--- config.mk ---
export PLATFORM = sky130hd
export DESIGN_NAME = ins_sort_cell
export DESIGN_NICKNAME = d
export VERILOG_FILES = /design/src/hdl/ins_sort_pkg.sv /design/src/hdl/ins_sort_cell.sv
export SDC_FILE = /design/constraint.sdc
export NUM_CORES = 1
export LEC_CHECK = 0
export BUFFER_PORTS_ARGS = -buffer_cell sky130_fd_sc_hd__clkbuf_2
export CAP_MARGIN = 30
export CORE_MARGIN = 10
export CORE_UTILIZATION = 33
export CTS_CLUSTER_SIZE = 25
export DETAILED_ROUTE_END_ITERATION = 16
export PLACE_DENSITY = 0.62
export SETUP_SLACK_MARGIN = 0.02
export SKIP_LAST_GASP = 1
export SYNTH_ARGS = -nofsm -noshare
export SYNTH_HDL_FRONTEND = slang
export SYNTH_SLANG_ARGS = --single-unit
--- constraint.sdc ---
create_clock -name clock -period 5 [get_ports clock]
set_input_delay 0.25 -clock clock [delete_from_list [all_inputs] [get_ports clock]]
set_output_delay 0.25 -clock clock [all_outputs]
set_load 0.05 [all_outputs]
--- src/hdl/ins_sort_pkg.sv ---
// Package with the shared constants, types and control codes of the insertion sorter.
`default_nettype none

package ins_sort_pkg;

   // Capacity of the sorted store, in elements.
   localparam int DEPTH   = 64;
   // Width of the element count, wide enough to hold DEPTH itself.
   localparam int COUNT_W = $clog2(DEPTH + 1);

   typedef struct packed {
      logic signed [31:0] value;
      logic               final_item;
   } req_type;

   typedef struct packed {
      logic signed [31:0] sorted_value;
      logic               end_of_set;
      logic               overflowed;
   } rsp_type;

   // Per-cycle command shared by every cell of the chain.
   typedef struct packed {
      logic insert;
      logic drain;
   } cell_ctrl_type;

   typedef enum logic {
      ST_FILL,
      ST_DRAIN
   } state_type;

endpackage : ins_sort_pkg

`default_nettype wire

--- src/hdl/ins_sort_cell.sv ---
// One cell of the insertion chain: holds one element and trades it with its neighbors.
`default_nettype none

module ins_sort_cell
   import ins_sort_pkg::*;
(
   input  wire logic               clock,
   input  wire cell_ctrl_type      ctrl,
   input  wire logic signed [31:0] new_value,
   input  wire logic               occupied,
   input  wire logic               left_greater,
   input  wire logic signed [31:0] left_value,
   input  wire logic signed [31:0] right_value,
   output logic signed [31:0]      value,
   output logic                    greater
);

   logic signed [31:0] value_ff;
   logic signed [31:0] value_in;

   // An empty cell counts as greater, so the new element lands on the first free place.
   // Strict compare keeps equal elements in arrival order.
   assign greater = !occupied || (value_ff > new_value);

   always_comb begin
      value_in = value_ff;
      if (ctrl.insert) begin
         if (greater) begin
            value_in = left_greater ? left_value : new_value;
         end
      end else if (ctrl.drain) begin
         value_in = right_value;
      end
   end

   always_ff @(posedge clock) begin
      value_ff <= value_in;
   end

   assign value = value_ff;

endmodule : ins_sort_cell

`default_nettype wire

**Word level (Yosys, flattened, before mapping)**

Index checks and enable logic that the tools add are counted.

- Output and inout bits: 33
- Word-level logic and storage cells: 11
- Bits of input ports: 101
- Register bits after elaboration: 32

- Reductions and logical operators: 4
- Muxes and demuxes: 4
- Equality and inequality tests: 1
- $lt $le $gt $ge: 1

Operator list:

| cell | number |
|---|---|
| $mux W32 | 4 |
| $gt A32 B32 Y1 | 1 |
| $ne A2 B1 Y1 const B | 1 |
| $reduce_and A2 Y1 | 1 |
| $reduce_bool A2 Y1 | 1 |
| $logic_not A1 Y1 | 1 |
| $logic_or A1 B1 Y1 | 1 |

**Logic depth before layout (Yosys ltp)**

Gate-level depths: netlist of the first run.

- Depth after elaboration: 4
- Depth in mapped cells: 8
- Gate-level depth less buffers: 8

**Worst setup path after synthesis of the first run**

Ideal clock, no wire load.

- Path kind: register -> register
- Start point: register value_ff[31], in the netlist value[31]
- End point: register value_ff[0], in the netlist value[0], enable pin
- Arrival time: 3.548 ns
- Library setup time: 0.441 ns
- Period minus slack after synthesis: 3.989 ns
- Stages on the path, launching flop included: 8
- Data required time: 4.559 ns
- Setup slack: 1.011 ns
- Path buffers: 0
- Cell sequence: edfxtp_1 ha_1 nand4_2 nor4_2 nand4_1 a31oi_1 o221ai_1 a31oi_1

- Longest elaborated chain between the ends: 4

RTL lines:

| item | RTL line | source |
|---|---|---|
| start: declaration | ins_sort_cell.sv:18 | `logic signed [31:0] value_ff;` |
| start signal: assignment | ins_sort_cell.sv:37 | `value_ff <= value_in;` |
| $gt A32 B32 Y1 | ins_sort_cell.sv:23 | `assign greater = !occupied \|\| (value_ff > new_value);` |
| $logic_or A1 B1 Y1 | ins_sort_cell.sv:23 |  |
| $ne A2 B1 Y1 (no line) | -- |  |
| $reduce_and A2 Y1 (no line) | -- |  |

No other way between the ends.
A chain may end at the register's enable or synchronous reset.

**Worst setup path in the final report of the first run**

- Start point: register value_ff[31], in the netlist value[31]
- End point: register value_ff[10], in the netlist value[10], enable pin

Same word-level chain as after synthesis.

==> results of run 1 <==
==> critical path, cell delays in order (launching register included) <==
cell and delay, ns:
edfxtp_1 0.40, ha_1 0.35, nand4_2 0.15, nor4_2 0.35, nand4_1 0.15, a31oi_1 0.18, o221ai_1 0.19, a31oi_4 0.63
buf_16 0.23
==> report_power, final <==
| group | switching, mW | internal (mW) |
|---|---|---|
| logic | 0.219 | 0.116 |
| registers | 0.0163 | 0.333 |
| clock network | 0.0894 | 0.0917 |
==> how the worst min path moves through the flow <==
stage                endpoint  slack [ns]
global placement    value[14]        0.57
CTS                 value[10]        0.28
floorplan           value[30]        0.48
global route        value[26]        0.29
finish              value[10]        0.29
detailed placement  value[10]        0.57
==> routing by layer <==
layer | part of all wire (%) | vias to the layer above | track usage [%]
met5 | 0 | - | 0
met4 | 0.38 | 0 | 2.32
met3 | 8.8 | 6 | 5.07
met2 | 48 | 83 | 21.0
met1 | 43 | 993 | 13.7
li1 | - | 1176 | -
==> final cells by class <==
cell class / instances / area (um^2)
clock buffers: 5 / 68.8
clock inverters: 2 / 7.51
fillers: 717 / 3890
inverters: 33 / 124
multi-input cells: 180 / 1350
flip-flops and latches: 32 / 961
well taps: 99 / 124
repair buffers: 136 / 728
==> logic make-up (layout without fill, tap and decap cells) <==
logic type      Yosys count  after routing  synth area share [%]
compound gates           58             58                  13.2
fa+ha+maj                32             32                  16.3
buf+inv                  44            176                  6.87
simple gates             58             58                  11.6
flops                    32             32                  39.1
mux                      32             32                  13.0
==> synthesized netlist by cell type <==
master	instances
nand2_1	9
clkbuf_1	8
o221ai_1	1
buf_2	3
a221o_1	1
a31oi_1	2
a221oi_1	2
mux2i_1	32
or2b_1	1
and2_0	1
nand3_1	1
clkinv_1	1
a21oi_1	42
nand4_2	1
nor2_1	36
edfxtp_1	32
nand3b_1	1
nor4_2	2
o211ai_1	1
ha_1	32
nand2b_1	2
o21ai_0	3
nand4_1	3
nand4_4	1
a21o_1	5
o21ai_1	1
inv_1	32
==> per-stage QoR <==
stage | utilization (%) | total power [mW] | hold slack (ns)
floorplan | - | 0.580 | 0.476
global placement | 44.5 | 0.683 | 0.573
detailed placement | 45.2 | 0.696 | 0.574
CTS | 46.3 | 0.880 | 0.277
global route | 46.3 | 0.923 | 0.293
finish | 46.3 | 0.865 | 0.292
==> flow_metrics.py, run 1 <==
metrics = {
    "status": {
        "status": "complete, no violations",
    },
    "power": {
        "leakage_nw": 1.77,
        "powerDensity_nw_per_um2": 258,
        "worst_ir_drop_vdd_v": 0.000108,
    },
    "final_layout": {
        "layout.cells.non_filler": 487,
        "antenna_cells": 0,
        "final_common_cell": "clkbuf_2",
        "drive_gt1_share_pct": 37.6,
        "layout_common_cells": "clkbuf_2, a21oi_1, nor2_1",
        "largest_register_ffs": 32,
        "syn2layout_area_growth_pct": 36.5,
        "finalInstanceArea_um2": 3360,
        "nets": 521,
    },
    "worst_setup_path": {
        "startpoint": "value[31]",
        "critPathLaunchType": "flip-flop",
        "endpoint_kind": "flip-flop",
        "crit_required_ns": 4.99,
        "rr_endpoint": "value[10]",
        "ff2ff_setup_slack_ns": 2.08,
        "reg2reg_from": "value[31]",
        "rr_worst_depth": 8,
        "cp_max_fo": 17,
        "crit_arrival_ns": 2.91,
        "crit_type": "reg -> reg",
        "crit_end": "value[10]",
    },
    "synth": {
        "synthCells": 256,
        "synth_area_leaders": "edfxtp_1, ha_1, mux2i_1, a21oi_1, nor2_1",
        "syn_nets": 389,
        "yosysTopAreaCell": "edfxtp_1",
        "yosys_warnings": 0,
        "synth_area_per_cell_um2": 9.61,
        "synth_seq_area_share_pct": 39.1,
        "yosys_register_bits": 32,
        "yosys.cell_types.count": 27,
        "synth_top_area_share_pct": 39.1,
        "netlist_area_um2": 2460,
    },
    "hold_path": {
        "min-delay-start": "right_value[10]",
        "min_path_cells": 3,
        "hp-class": "in -> reg",
    },
    "grt": {
        "grt_use_total_pct": 12.1,
        "grt_pass1_wl_mm": 11.6,
        "grt_pass1_vias": 2505,
        "grt-ovfl-total": 0,
        "antenna_found_initial": 0,
        "grt_max_degree": 67,
    },
    "flow_run": {
        "drv_cap": 0,
    },
    "detailed_routing": {
        "drt_iter0_drc": 33,
        "wl_mm": 7.09,
        "firstDrtPassIters": 4,
        "ant_nets": 0,
        "vias": 2258,
        "wl_per_cell_um": 14.6,
        "drc": 0,
        "post_drt_via_cell_ratio": 4.64,
    },
    "sta": {
        "final.setup.tns_ns": 0,
        "tightest_slew_ns": 0.664,
        "fin_crit_sh_pct": 58.4,
        "slew_violations": 0,
        "setup_ws_ns": 2.08,
        "max_freq_mhz": 342,
        "fin_skew_ns": 0.00304,
        "finalHoldViolCount": 0,
        "setup_violations": 0,
        "slew_headroom_pct": 55.7,
        "layout_min_cycle_time_ns": 2.92,
        "grt_setup_unrepaired": "false",
    },
    "floorplan": {
        "rows": 31,
        "io_pins": 134,
        "start_util_pct": 33.9,
        "die_area_um2": 11300,
        "core_area_um2": 7250,
        "die_h_um": 106,
        "die_x_um": 106,
    },
    "clocking": {
        "numClockSinks": 32,
        "clk_pin_slew_ns": 0.06,
        "cts_tree": "done",
        "postCtsSetupBuffers": 0,
        "clockRootBuffer": "clkbuf_8",
        "cts-resized-gates": 0,
        "numCtsBuffers": 5,
        "hold_buffers": 0,
        "insertion_delay_ns": 0.27,
        "clockBufferDepth": 2,
        "h-tree-depth": 2,
    },
    "place": {
        "placed_area_um2": 3280,
        "post-dp-hpwl_mm": 6.20,
        "dp_cells": 480,
        "preCtsSetupSlack_ns": 2.03,
        "io_buffers": 133,
        "routabilityCongestion": 0.755,
    },
}
Power figures use the tool's default switching activity.
==> run 2, diff against run 1 <==
clock period = 2.8 ns   (was 5 ns; I/O delays follow)
==> flow_metrics.py, run 2 (synthesis gave the netlist of run 1 again) <==
metrics = {
    "grt": {
        "grt_pass1_vias": 2466,
        "grt_use_met1_pct": 12.7,
        "grt_use_met3_pct": 5.92,
        "grt_pass1_wl_mm": 11.4,
        "antenna_found_initial": 0,
        "grt_max_degree": 38,
        "grt-busiest-layer": "met2",
        "grt-ovfl-total": 0,
        "grt_use_total_pct": 12.3,
        "grt_use_met2_pct": 22.3,
    },
    "floorplan": {
        "die_area_um2": 11300,
        "die_x_um": 106,
        "rows": 31,
        "start_util_pct": 33.9,
        "core_area_um2": 7250,
        "io_pins": 134,
        "die_h_um": 106,
    },
    "clocking": {
        "postCtsSetupBuffers": 0,
        "clk_pin_slew_ns": 0.07,
        "cts-resized-gates": 0,
        "clockBufferDepth": 2,
        "hold_buffers": 0,
        "clockRootBuffer": "clkbuf_8",
        "insertion_delay_ns": 0.28,
        "numClockSinks": 32,
        "numCtsBuffers": 5,
        "cts_tree": "done",
        "h-tree-depth": 2,
    },
    "worst_setup_path": {
        "startpoint": "value[17]",
        "cp_max_fo": 2,
        "crit_end": "greater",
        "path_depth": 8,
        "crit_buf_inv": 1,
        "reg2reg_from": "value[17]",
        "rr_worst_depth": 8,
        "slowest_delay_ns": 0.39,
        "crit_type": "reg -> out",
        "cp_top_family": "compound AO/OA/AOI/OAI gates",
        "path_cells": "ha_1 > a21o_1 > a221o_1 > a21oi_1 > o211ai_1 > o221ai_2 > nand2_1 > clkbuf_2",
        "crit_required_ns": 2.66,
        "crit_arrival_ns": 2.48,
        "ff2ff_setup_slack_ns": 0.34,
        "critPathLaunchType": "flip-flop",
        "cpMaxStageDelayCell": "edfxtp_1",
        "endpoint_kind": "primary output",
        "rr_endpoint": "value[15]",
    },
    "place": {
        "placed_area_um2": 3360,
        "dp_cells": 481,
        "post-dp-hpwl_mm": 6.35,
        "io_buffers": 133,
        "routabilityCongestion": 0.730,
        "preCtsSetupSlack_ns": 0.308,
    },
    "final_layout": {
        "finalInstanceArea_um2": 3440,
        "largest_register_ffs": 32,
        "layout.cells.non_filler": 489,
        "syn2layout_area_growth_pct": 39.7,
        "layout_common_cells": "clkbuf_2, a21oi_1, nor2_1",
        "final_common_cell": "clkbuf_2",
        "nets": 522,
        "antenna_cells": 0,
        "final_util_pct": 47.4,
        "drive_gt1_share_pct": 39.7,
    },
    "sta": {
        "slew_headroom_pct": 61.9,
        "fin_skew_ns": 0.00734,
        "max_freq_mhz": 382,
        "tightest_slew_ns": 0.571,
        "grt_setup_unrepaired": "false",
        "slew_violations": 0,
        "layout_min_cycle_time_ns": 2.62,
        "finalHoldViolCount": 0,
        "fin_crit_sh_pct": 93.5,
        "whs_ns": 0.180,
        "setup_ws_ns": 0.182,
        "setup_violations": 0,
        "final.setup.tns_ns": 0,
    },
    "detailed_routing": {
        "wl_mm": 7.24,
        "ant_nets": 0,
        "post_drt_via_cell_ratio": 4.62,
        "firstDrtPassIters": 4,
        "vias": 2257,
        "drc": 0,
        "drt_iter0_drc": 39,
        "wl_per_cell_um": 14.8,
    },
    "hold_path": {
        "min-delay-start": "right_value[22]",
        "hp-class": "in -> reg",
        "min_path_cells": 3,
    },
    "power": {
        "powerDensity_nw_per_um2": 459,
        "worst_ir_drop_vdd_v": 0.000188,
        "finalPower_mw": 1.58,
        "leakage_nw": 1.77,
    },
    "flow_run": {
        "drv_cap": 0,
    },
    "status": {
        "status": "complete, no violations",
    },
}
## run 2: cell count changes in the layout (fill, tap and decap cells not counted)
cell | before | now
ha_1 | 32 | 25
o221ai_1 | 1 | 0
buf_12 | 0 | 1
clkbuf_1 | 0 | 2
ha_4 | 0 | 7
buf_16 | 2 | 0
clkinv_1 | 3 | 2
o221ai_2 | 0 | 1
buf_4 | 1 | 3
## run 2: power by group
part,internal [mW],switching (mW),leakage [nW]
registers,0.595,0.0316,0.316
logic,0.218,0.397,1.41
clock network,0.173,0.162,0.0399
total,0.986,0.591,1.77
## run 2: area by class of cell
cell class | count | area, um^2
clock buffers | 7 | 76.3
fillers | 731 | 3820
clock inverters | 1 | 3.75
multi-input cells | 180 | 1440
inverters | 33 | 124
flip-flops and latches | 32 | 961
well taps | 99 | 124
repair buffers | 137 | 708
## run 2: worst min path at each step
| stage | endpoint | slack [ns] |
|---|---|---|
| after floorplan | value[0] | 0.37 |
| after global placement | value[6] | 0.46 |
| after detailed placement | value[7] | 0.46 |
| after CTS | value[7] | 0.17 |
| after global routing | value[21] | 0.18 |
| final | value[22] | 0.18 |
## run 2: tightest hold or removal path, stage by stage
cell and delay [ns]:
clkbuf_2 0.08, nor2_1 0.03, a21oi_1 0.10
## run 2: layer usage
metal	share of wire, %	vias up	wire length, um
li1	-	1184	-
met4	0.68	0	49
met3	9.8	6	711
met1	40	985	2890
met5	0	-	0
met2	50	82	3580
